### src/design/heap_indexed_tree_traversal_unit_macros.svh
// Assertion macros shared by the tree traversal unit.
// Included by modules that carry concurrent checks; no other dependencies.
`ifndef HEAP_INDEXED_TREE_TRAVERSAL_UNIT_MACROS_SVH
`define HEAP_INDEXED_TREE_TRAVERSAL_UNIT_MACROS_SVH

// same-cycle implication, disabled during reset
`define HITT_ASSERT_NOW(label, clk, rst_n, ante, cons, msg) \
  label: assert property (@(posedge clk) disable iff (!rst_n) (ante) |-> (cons)) \
    else $error(msg);

// next-cycle implication, disabled during reset
`define HITT_ASSERT_NEXT(label, clk, rst_n, ante, cons, msg) \
  label: assert property (@(posedge clk) disable iff (!rst_n) (ante) |=> (cons)) \
    else $error(msg);

`endif

### src/design/hitt_pkg.sv
// Package for the heap-indexed tree traversal unit: constants, item types,
// controller state and the command/status structs. No dependencies.
package hitt_pkg;

  localparam int NODE_SLOTS  = 15;
  localparam int VALUE_BITS  = 8;
  localparam int SLOT_BITS   = 4;
  localparam int CUR_BITS    = SLOT_BITS + 1;
  localparam int STORE_DEPTH = 2 ** SLOT_BITS;

  localparam logic KIND_LOAD  = 1'b0;
  localparam logic KIND_START = 1'b1;

  localparam logic [1:0] ORD_PRE      = 2'd0;
  localparam logic [1:0] ORD_IN       = 2'd1;
  localparam logic [1:0] ORD_POST     = 2'd2;
  localparam logic [1:0] ORD_POST_ALT = 2'd3;

  typedef struct packed {
    logic                  kind;
    logic [SLOT_BITS-1:0]  slot;
    logic [VALUE_BITS-1:0] node_value;
    logic [1:0]            order;
  } in_item_t;

  typedef struct packed {
    logic [VALUE_BITS-1:0] visited_value;
    logic [SLOT_BITS-1:0]  visited_slot;
    logic                  last;
    logic                  tree_empty;
  } out_item_t;

  typedef enum logic [2:0] {
    ST_IDLE,
    ST_ROOT,
    ST_ENTER,
    ST_UP,
    ST_FLUSH
  } state_e;

  typedef struct packed {
    logic load_we;     // write node store from the input transaction
    logic start;       // latch order, cursor to root
    logic empty_emit;  // produce the empty-tree result
    logic go_left;     // cursor <= 2*cursor
    logic go_right;    // cursor <= 2*cursor + 1
    logic go_up;       // cursor <= cursor / 2, remember side
    logic emit;        // visit node at cursor
    logic flush;       // release held result flagged last
  } ctrl_cmd_t;

  typedef struct packed {
    logic cur_empty;
    logic cur_is_root;
    logic from_right;
    logic ord_pre;
    logic ord_in;
    logic ord_post;
    logic pend_v;
    logic out_free;
  } dp_sts_t;

endpackage

### src/design/hitt_in_if.sv
// Input channel of the traversal unit: valid/ready plus one input item.
// Depends on hitt_pkg.
interface hitt_in_if;
  import hitt_pkg::*;

  logic     valid;
  logic     ready;
  in_item_t payload;

  modport source (output valid, output payload, input ready);
  modport sink   (input valid, input payload, output ready);
endinterface

### src/design/hitt_out_if.sv
// Output channel of the traversal unit: valid/ready plus one result item.
// Depends on hitt_pkg.
interface hitt_out_if;
  import hitt_pkg::*;

  logic      valid;
  logic      ready;
  out_item_t payload;

  modport source (output valid, output payload, input ready);
  modport sink   (input valid, input payload, output ready);
endinterface

### src/design/heap_indexed_tree_traversal_unit.sv
// Heap-indexed binary tree traversal unit (pre-, in- and post-order).
// Load transaction: no result. Start: one result per visited node.
// One cursor step a cycle unless held by a full output; one result is held back so the
// final one can be flagged last.
// Reset (async, active low) empties every node slot and idles the walker.
module heap_indexed_tree_traversal_unit (
  input  logic       clk_i,
  input  logic       rst_ni,
  hitt_in_if.sink    in_i,
  hitt_out_if.source out_o
);
  import hitt_pkg::*;

  ctrl_cmd_t cmd;
  dp_sts_t   sts;

  hitt_ctrl u_ctrl (
    .clk_i      (clk_i),
    .rst_ni     (rst_ni),
    .in_valid_i (in_i.valid),
    .in_kind_i  (in_i.payload.kind),
    .in_ready_o (in_i.ready),
    .sts_i      (sts),
    .cmd_o      (cmd)
  );

  hitt_dp u_dp (
    .clk_i       (clk_i),
    .rst_ni      (rst_ni),
    .cmd_i       (cmd),
    .in_item_i   (in_i.payload),
    .sts_o       (sts),
    .out_ready_i (out_o.ready),
    .out_valid_o (out_o.valid),
    .out_item_o  (out_o.payload)
  );

endmodule

### src/design/hitt_ctrl.sv
// Traversal controller: walks the heap-ordered tree one step a cycle unless the output stalls, and
// issues commands to the datapath. Depends on hitt_pkg and the macro header.
`include "heap_indexed_tree_traversal_unit_macros.svh"

module hitt_ctrl (
  input  logic               clk_i,
  input  logic               rst_ni,
  input  logic               in_valid_i,
  input  logic               in_kind_i,
  output logic               in_ready_o,
  input  hitt_pkg::dp_sts_t  sts_i,
  output hitt_pkg::ctrl_cmd_t cmd_o
);
  import hitt_pkg::*;

  state_e state_q, state_d;
  logic   emit_ok;

  // a new visit may displace the held result only if the output can take it
  assign emit_ok = !sts_i.pend_v || sts_i.out_free;

  always_ff @(posedge clk_i or negedge rst_ni) begin
    if (!rst_ni) begin
      state_q <= ST_IDLE;
    end else begin
      state_q <= state_d;
    end
  end

  always_comb begin
    state_d = state_q;
    case (state_q)
      ST_IDLE: begin
        if (in_valid_i && in_kind_i == KIND_START) state_d = ST_ROOT;
      end
      ST_ROOT: begin
        if (!sts_i.cur_empty) state_d = ST_ENTER;
        else if (sts_i.out_free) state_d = ST_IDLE;
      end
      ST_ENTER: begin
        if (sts_i.cur_empty) state_d = ST_UP;
      end
      ST_UP: begin
        if (!sts_i.from_right) begin
          if (!sts_i.ord_in || emit_ok) state_d = ST_ENTER;
        end else if ((!sts_i.ord_post || emit_ok) && sts_i.cur_is_root) begin
          state_d = ST_FLUSH;
        end
      end
      ST_FLUSH: begin
        if (sts_i.out_free) state_d = ST_IDLE;
      end
      default: state_d = ST_IDLE;
    endcase
  end

  always_comb begin
    cmd_o      = '0;
    in_ready_o = 1'b0;
    case (state_q)
      ST_IDLE: begin
        in_ready_o = 1'b1;
        if (in_valid_i) begin
          cmd_o.start   = (in_kind_i == KIND_START);
          cmd_o.load_we = (in_kind_i == KIND_LOAD);
        end
      end
      ST_ROOT: begin
        cmd_o.empty_emit = sts_i.cur_empty && sts_i.out_free;
      end
      ST_ENTER: begin
        if (sts_i.cur_empty) begin
          cmd_o.go_up = 1'b1;
        end else if (!sts_i.ord_pre || emit_ok) begin
          cmd_o.emit    = sts_i.ord_pre;
          cmd_o.go_left = 1'b1;
        end
      end
      ST_UP: begin
        if (!sts_i.from_right) begin
          if (!sts_i.ord_in || emit_ok) begin
            cmd_o.emit     = sts_i.ord_in;
            cmd_o.go_right = 1'b1;
          end
        end else if (!sts_i.ord_post || emit_ok) begin
          cmd_o.emit  = sts_i.ord_post;
          cmd_o.go_up = !sts_i.cur_is_root;
        end
      end
      ST_FLUSH: begin
        cmd_o.flush = sts_i.out_free;
      end
      default: begin
        cmd_o = '0;
      end
    endcase
  end

  `HITT_ASSERT_NOW(a_idle_nothing_held, clk_i, rst_ni, state_q == ST_IDLE, !sts_i.pend_v, "result held while idle")
  `HITT_ASSERT_NOW(a_emit_has_room, clk_i, rst_ni, cmd_o.emit, !sts_i.pend_v || sts_i.out_free, "visit would drop a held result")
  `HITT_ASSERT_NEXT(a_flush_clears, clk_i, rst_ni, cmd_o.flush, !sts_i.pend_v, "held result survives flush")

endmodule

### src/design/hitt_dp.sv
// Traversal datapath: node store, cursor, held result and output register.
// Depends on hitt_pkg.
module hitt_dp (
  input  logic                clk_i,
  input  logic                rst_ni,
  input  hitt_pkg::ctrl_cmd_t cmd_i,
  input  hitt_pkg::in_item_t  in_item_i,
  output hitt_pkg::dp_sts_t   sts_o,
  input  logic                out_ready_i,
  output logic                out_valid_o,
  output hitt_pkg::out_item_t out_item_o
);
  import hitt_pkg::*;

  logic [VALUE_BITS-1:0] store_q [STORE_DEPTH];

  logic [CUR_BITS-1:0]   cur_q, cur_d;
  logic                  from_right_q, from_right_d;
  logic [1:0]            order_q, order_d;
  logic                  pend_v_q, pend_v_d;
  logic [VALUE_BITS-1:0] pend_value_q;
  logic [SLOT_BITS-1:0]  pend_slot_q;
  logic                  out_valid_q, out_valid_d;
  out_item_t             out_item_q, out_item_d;
  logic [VALUE_BITS-1:0] cur_value;
  logic                  load_ok;

  assign cur_value = store_q[cur_q[SLOT_BITS-1:0]];
  assign load_ok   = cmd_i.load_we && (in_item_i.slot != '0) &&
                     ({1'b0, in_item_i.slot} <= CUR_BITS'(NODE_SLOTS));

  always_ff @(posedge clk_i or negedge rst_ni) begin
    if (!rst_ni) begin
      for (int i = 0; i < STORE_DEPTH; i++) store_q[i] <= '0;
    end else if (load_ok) begin
      store_q[in_item_i.slot] <= in_item_i.node_value;
    end
  end

  // cursor moves in heap index space: children 2s, 2s+1, parent s/2
  always_comb begin
    cur_d        = cur_q;
    from_right_d = from_right_q;
    order_d      = order_q;
    if (cmd_i.start) begin
      cur_d   = CUR_BITS'(1);
      order_d = in_item_i.order;
    end else if (cmd_i.go_left) begin
      cur_d = {cur_q[CUR_BITS-2:0], 1'b0};
    end else if (cmd_i.go_right) begin
      cur_d = {cur_q[CUR_BITS-2:0], 1'b1};
    end else if (cmd_i.go_up) begin
      cur_d        = cur_q >> 1;
      from_right_d = cur_q[0];
    end
  end

  always_comb begin
    pend_v_d    = pend_v_q;
    out_valid_d = out_valid_q && !out_ready_i;
    out_item_d  = out_item_q;
    if (cmd_i.emit) begin
      pend_v_d = 1'b1;
      if (pend_v_q) begin
        out_valid_d = 1'b1;
        out_item_d  = '{visited_value: pend_value_q, visited_slot: pend_slot_q,
                        last: 1'b0, tree_empty: 1'b0};
      end
    end
    if (cmd_i.flush) begin
      pend_v_d    = 1'b0;
      out_valid_d = 1'b1;
      out_item_d  = '{visited_value: pend_value_q, visited_slot: pend_slot_q,
                      last: 1'b1, tree_empty: 1'b0};
    end
    if (cmd_i.empty_emit) begin
      out_valid_d = 1'b1;
      out_item_d  = '{visited_value: '0, visited_slot: '0,
                      last: 1'b1, tree_empty: 1'b1};
    end
  end

  always_ff @(posedge clk_i or negedge rst_ni) begin
    if (!rst_ni) begin
      cur_q        <= '0;
      from_right_q <= 1'b0;
      order_q      <= ORD_PRE;
      pend_v_q     <= 1'b0;
      out_valid_q  <= 1'b0;
    end else begin
      cur_q        <= cur_d;
      from_right_q <= from_right_d;
      order_q      <= order_d;
      pend_v_q     <= pend_v_d;
      out_valid_q  <= out_valid_d;
    end
  end

  always_ff @(posedge clk_i) begin
    out_item_q <= out_item_d;
    if (cmd_i.emit) begin
      pend_value_q <= cur_value;
      pend_slot_q  <= cur_q[SLOT_BITS-1:0];
    end
  end

  always_comb begin
    sts_o.cur_empty   = (cur_q == '0) || (cur_q > CUR_BITS'(NODE_SLOTS)) ||
                        (cur_value == '0);
    sts_o.cur_is_root = (cur_q == CUR_BITS'(1));
    sts_o.from_right  = from_right_q;
    sts_o.ord_pre     = (order_q == ORD_PRE);
    sts_o.ord_in      = (order_q == ORD_IN);
    sts_o.ord_post    = (order_q == ORD_POST) || (order_q == ORD_POST_ALT);
    sts_o.pend_v      = pend_v_q;
    sts_o.out_free    = !out_valid_q || out_ready_i;
  end

  assign out_valid_o = out_valid_q;
  assign out_item_o  = out_item_q;

endmodule
### src/flat_wrapper.sv
// flat-port wrapper written by rule: the top's interface ports become plain ports
module heap_indexed_tree_traversal_unit_flat import hitt_pkg::*;
  (clk_i, rst_ni, in_i_valid, in_i_payload, in_i_ready, out_o_valid, out_o_payload, out_o_ready);
  hitt_in_if in_i_i ();
  hitt_out_if out_o_i ();
  input  logic clk_i;
  input  logic rst_ni;
  input wire logic [$bits(in_i_i.valid)-1:0] in_i_valid;
  input wire logic [$bits(in_i_i.payload)-1:0] in_i_payload;
  output wire logic [$bits(in_i_i.ready)-1:0] in_i_ready;
  output wire logic [$bits(out_o_i.valid)-1:0] out_o_valid;
  output wire logic [$bits(out_o_i.payload)-1:0] out_o_payload;
  input wire logic [$bits(out_o_i.ready)-1:0] out_o_ready;
  assign in_i_i.valid = in_i_valid;
  assign in_i_i.payload = in_i_payload;
  assign in_i_ready = in_i_i.ready;
  assign out_o_valid = out_o_i.valid;
  assign out_o_payload = out_o_i.payload;
  assign out_o_i.ready = out_o_ready;
  heap_indexed_tree_traversal_unit u_core (.clk_i(clk_i), .rst_ni(rst_ni), .in_i(in_i_i), .out_o(out_o_i));
endmodule
### config.mk
export PLATFORM = sky130hd
export DESIGN_NAME = heap_indexed_tree_traversal_unit_flat
export DESIGN_NICKNAME = d
export VERILOG_FILES = /design/src/design/hitt_pkg.sv /design/src/design/hitt_in_if.sv /design/src/design/hitt_out_if.sv /design/src/design/heap_indexed_tree_traversal_unit.sv /design/src/design/hitt_ctrl.sv /design/src/design/hitt_dp.sv /design/src/flat_wrapper.sv
export VERILOG_INCLUDE_DIRS = /design/src /design/src/design
export SDC_FILE = /design/constraint.sdc
export NUM_CORES = 1
export LEC_CHECK = 0
export ABC_AREA = 1
export BUFFER_PORTS_ARGS = -buffer_cell sky130_fd_sc_hd__buf_2
export CAP_MARGIN = 10
export CORE_ASPECT_RATIO = 1.2
export CORE_MARGIN = 10
export CORE_UTILIZATION = 29
export DETAILED_ROUTE_END_ITERATION = 10
export PLACE_DENSITY = 0.56
export SLEW_MARGIN = 20
export SYNTH_ARGS = -nofsm -noshare
export SYNTH_HDL_FRONTEND = slang
export SYNTH_SLANG_ARGS = --single-unit
### constraint.sdc
create_clock -name clk_i -period 2.7 [get_ports clk_i]
set_input_delay 0.54 -clock clk_i [delete_from_list [all_inputs] [get_ports clk_i]]
set_output_delay 0.54 -clock clk_i [all_outputs]
set_load 0.03 [all_outputs]
# Word-level counts from Yosys, hierarchy flattened
# Cells that the tools add are included.
# word_totals
register_bits,167
latchBits,0
ram_bits,0
rom_bits,0
input_bits,19
output_inout_bits,16
wordCells,130
n_memories,0
# classes
addsub,0
mul,0
n_div,0
order_cmp,4
eq_ne,12
n_shift,0
muxes,46
bitwise_logic,6
reduce_logical,34
# op_table
op,n
$bwmux W128,1
$mux W14,3
$bmux W8 S4,1
$demux W8 S4,1
$mux W8,3
$mux W1,21
$mux W3,7
$mux W5,4
$pmux W3 S5,1
$ge A5 B5 Y1 const B,2
$not A4 Y5,2
$logic_not A8 Y1,1
$logic_or A1 B1 Y1,8
$reduce_and A4 Y1,2
$reduce_bool A4 Y1,2
$logic_not A1 Y1,7
$eq A3 B2 Y1 const B,2
$logic_and A1 B1 Y1,6
$mux W2,3
$ne A3 B3 Y1 const B,2
$eq A5 B1 Y1 const B,1
$gt A5 B4 Y1 const B,1
$logic_not A5 Y1,1
$lt A5 B1 Y1 const B,1
12 further kinds,19

# Logic depth before layout (Yosys ltp)
# depth
depth_word,12
mapped_depth,20
ltp_nobuf,18

# Cells and area by module
# A second synthesis with hierarchy kept.
# hier_totals
cells_unflattened,966
hier_area_um2,7606.0
# by_module_without_submodules
mod,n_inst,cells_each,area_each_um2,seq_area_each_um2
hitt_dp,1,903,7244.4,4093.9
hitt_ctrl,1,63,361.6,75.1

# Least setup slack after synthesis
# No wires, ideal clock.
# synth_timing
kind,register -> register
startpoint,register u_core.u_dp.cur_q[0]
endpoint,register u_core.u_dp.out_item_q (netlist bit u_core.u_dp.out_item_o[10])
setup_ns,0.109
arrival_time_ns,2.105
required_time_ns,2.591
slack_ns,0.486
stages_incl_launch_ff,20
path_buffers,3
period_less_slack_ns,2.214
cell_sequence,dfrtp_1 buf_4 nor2_4 buf_2 nand2_1 nand3_1 nor2_1 nor2_1 nor2_1 nand2_1 nor2_2 nand2_4 nand4_2 nand2_2 nand2_2 nand2_2 buf_6 nand2_1 nand2_1 inv_1
# synth_rtl
element,line_no,rtl
start: declaration,hitt_dp.sv:17,"logic [CUR_BITS-1:0] cur_q, cur_d;"
start signal: assignment,hitt_dp.sv:91,cur_q <= cur_d;
end signal: assignment,hitt_dp.sv:100,out_item_q <= out_item_d;
end: declaration,hitt_dp.sv:24,"out_item_t out_item_q, out_item_d;"

# Worst setup path after layout
# layout_timing
startpoint,register u_core.u_dp.cur_q[0]
endpoint,register u_core.u_dp.cur_q[0]
# layout_between
elab_chain_cells,10
word_cells_on_any_way,20
classes_between,order compare: 1; eq/ne: 1; mux: 11; bitwise: 1; reduce/logical: 6
# layout_lines
element,line_no,rtl
$not A4 Y5 (implied by the code),hitt_dp.sv:28,assign cur_value = store_q[cur_q[SLOT_BITS-1:0]];
$bmux W8 S4,hitt_dp.sv:28,
$mux W8 (implied by the code) (2 in series),hitt_dp.sv:28,
$logic_not A8 Y1,hitt_dp.sv:109,(cur_value == '0);
$logic_or A1 B1 Y1,hitt_dp.sv:108,sts_o.cur_empty = (cur_q == '0) || (cur_q > CUR_BITS'(NODE_SLOTS)) ||
$mux W1,hitt_ctrl.sv:72,if (sts_i.cur_empty) begin
$mux W1,hitt_ctrl.sv:60,case (state_q)
$mux W5,hitt_dp.sv:48,end else if (cmd_i.go_left) begin
$mux W5,hitt_dp.sv:45,if (cmd_i.start) begin
# Several ways; a longest one is shown, not always the timed one. The select of a mux whose other input is x is not followed.
# A chain may end at the register's enable or synchronous reset.

==> key figures <==
Synthesis
  – FF+latch count, synth: 167
  – Share of the synthesized area in the top cell type: 0.452
  – Post-synth top area cell: dfrtp_1
  – Synth warn: 0
  – Synth cell types: 33
  – Cell area after synthesis: 7800 um2
  – Synth Instances: 1015
  – Synthesized area per cell: 7.69 um2
  – Register area share after synthesis: 0.534
  – Net Count, Synth: 1034
  – Synth top area cells: dfrtp_1 (45%), nand2_1 (18%), o21ai_0 (8.8%)

Cells and area
  – Most frequent cells in the layout: nand2_1 (375), dfrtp_1 (140), o21ai_0 (136), inv_1 (99), nor2_1 (61)
  – Area growth, synth to finish: 15.6%
  – Share of layout cells above drive strength 1: 0.116
  – Layout net count: 1062
  – Commonest non-fill, non-tap cell in the layout: nand2_1

Clock tree
  – Worst-path clk slew: 70 ps
  – Max Root-Sink Buffers: 2
  – Num CTS Buffers: 17
  – # clock sinks: 167
  – Clk_lat worst skew: 430 ps
  – Root Driver: clkbuf_16
  – # H-tree levels: 4
  – CTS tree: built

GRT
  – Largest net degree at the start of global routing: 70
  – GR Overflow Total: 0
  – Total track usage: 0.129
  – Vias in the first global route: 6304
  – First-pass GRT wire length: 34.5 mm
  – Initial antenna violation count: 2

Timing
  – Period utilization: 0.926
  – Max-slew violations: 0
  – Hold Violations, Final: 0
  – Rel. slew slack: 0.511
  – Clock Skews: 12.4 ps
  – Setup_tns: 0 ps
  – Tmin final: 2500 ps
  – RSZ-0062 raised after global routing: no
  – Final WS setup: 200 ps
  – Worst-Margin Slew: 732 ps
  – Final setup violation count: 0
  – Max Fclk: 400 MHz

Drt
  – ANT nets after route: 0
  – WL per Instance: 15.1 um
  – Via count: 6426
  – Metal3 WL: 953 um
  – Met1 wire length: 9.69 mm
  – DR iter-0 viols: 534
  – Residual DRC count: 0
  – DR WL met2: 10.0 mm
  – Top Metal Used: met5
  – DRT Pass-1 Iters: 5
  – Via density per instance: 4.62
  – Final WL: 21.1 mm

Placed design
  – Pre-CTS setup slack: 95.0 ps
  – Post-detail-place hpwl: 14.6 mm
  – Port Buffer Count: 34
  – GP Congestion: 0.848

Floorplan
  – Die ar.: 33900 um2
  – Die X-Extent: 170 um
  – I/O pins: 35
  – Rows: 65
  – Initial Util: 0.295
  – Core box area: 26400 um2
  – Die height: 200 um

Power and ir drop
  – Max VDD drop: 0.496 mV
  – Pwr dens: 1010 nW/um2
  – Leak: 4.54 nW

Worst setup path
  – CP Max Fanout: 13
  – Critical path class: flip-flop to flip-flop
  – CP startpoint kind: flip-flop
  – Flop2flop setup slack: 200 ps
  – Max incr delay on CP: 420 ps
  – CP required: 3040 ps
  – Cells along the critical path: buf_4 > nor2_4 > buf_4 > nand2_1 > nand3_1 > nand2_1 > nand2_1 > nor2_1 > nand2_1 > nor2_2 > nand2_4 > nand2_4 > nand2_2 > nand3_2 > inv_2 > nand2_1 > nand2_1 > o21ai_2
  – Crit end category: flip-flop
  – Most used cell, CP: nand2_1
  – Slowest CP cell: dfrtp_2
  – CP arrival: 2840 ps

Run status
  – Status: finished clean

Job
  – Max-capacitance violation count: 0

Min path
  – Hold Path Class: primary input to async pin
worst max-delay path: cells and delay by family, from the launching register on:
kind / cells / cell delay [ps]
buffers and inverters: 3 / 450
AND/OR/NAND/NOR: 14 / 1430
flip-flops: 1 / 420
AO/OA/AOI/OAI: 1 / 90
state kept, by name, indices dropped and copies added, names as in the netlist:
signal / cells
u_core.u_dp.store_q: 128
u_core.u_dp.out_item_o: 14
u_core.u_dp.pend_value_q: 8
u_core.u_dp.cur_q: 5
u_core.u_dp.pend_slot_q: 4
u_core.u_ctrl.state_q: 3
u_core.u_dp.order_q: 2
u_core.u_dp.from_right_q: 1
u_core.u_dp.out_valid_o: 1
u_core.u_dp.pend_v_q: 1
power by group:
group          internal (mW)  total [mW]  switching, mW
sequential              3.21        3.64          0.431
combinational           1.03        3.07           2.04
clock                   1.35        2.44           1.09
total                   5.60        9.15           3.55
cell usage after synthesis (all sizes together):
library cell,instances
a21boi,1
a21oi,12
a31oi,2
buf,21
clkbuf,33
dfrtp,141
dfxtp,14
edfxtp,12
inv,102
nand2,384
nand3,55
nand3b,2
nand4,2
nor2,70
nor3,4
nor3b,1
nor4,1
o211ai,1
o21ai,153
o21bai,1
o22ai,1
o31ai,1
or2,1
final cells by class:
| cell class | instances | area (um2) |
|---|---|---|
| Fill cell | 2767 | 17400 |
| Multi-Input combinational cell | 692 | 3030 |
| Timing Repair Buffer | 63 | 432 |
| Tap cell | 335 | 419 |
| Antenna cell | 1 | 2.50 |
| Inverter | 102 | 385 |
| Clock inverter | 13 | 131 |
| Sequential cell | 167 | 4170 |
| Clock buffer | 19 | 454 |
cells by family after synthesis:
family,count (synthesis),share of synthesized area
AOI/OAI and AO/OA,172,0.113
buffers and inverters,156,0.0827
DFF,167,0.534
and+or+nand+nor,520,0.270
path summary, 6_finish.rpt:
check,from,endpoint,cells past startpoint
max,u_core.u_dp.cur_q[0],u_core.u_dp.cur_q[0],18
min,rst_ni,u_core.u_dp.store_q[5],1
min reg2reg,u_core.u_dp.store_q[123],u_core.u_dp.store_q[123],0
max in group asynchronous,rst_ni,u_core.u_dp.store_q[42],2
max reg2reg,u_core.u_dp.cur_q[0],u_core.u_dp.cur_q[0],18
min in group clk_i,in_i_payload[1],u_core.u_dp.order_q[1],3
stage by stage:
step	utilization	hold slack [ps]	cell area, um2	instances	power (mW)
floorplan	-	244	7800	1015	5.73
global placement	0.317	368	8390	1359	6.66
detailed placement	0.317	366	8390	1359	6.68
CTS	0.340	48.4	8980	1391	9.15
global route	0.341	56.9	9020	1391	9.84
finish	0.341	40.6	9020	1392	9.15
routing by layer:
layer,vias to the layer above,GRT usage
met1,3024,0.165
met2,123,0.210
met4,2,0.0439
met3,30,0.0308
li1,3247,-
met5,-,0
repair_timing:
action	in CTS	in global routing
gates resized for setup	0	13
hold buffers	0	0
endpoints found under the setup margin	0	19
setup buffers	0	0
Note: power is estimated with default switching activity, not from simulation.
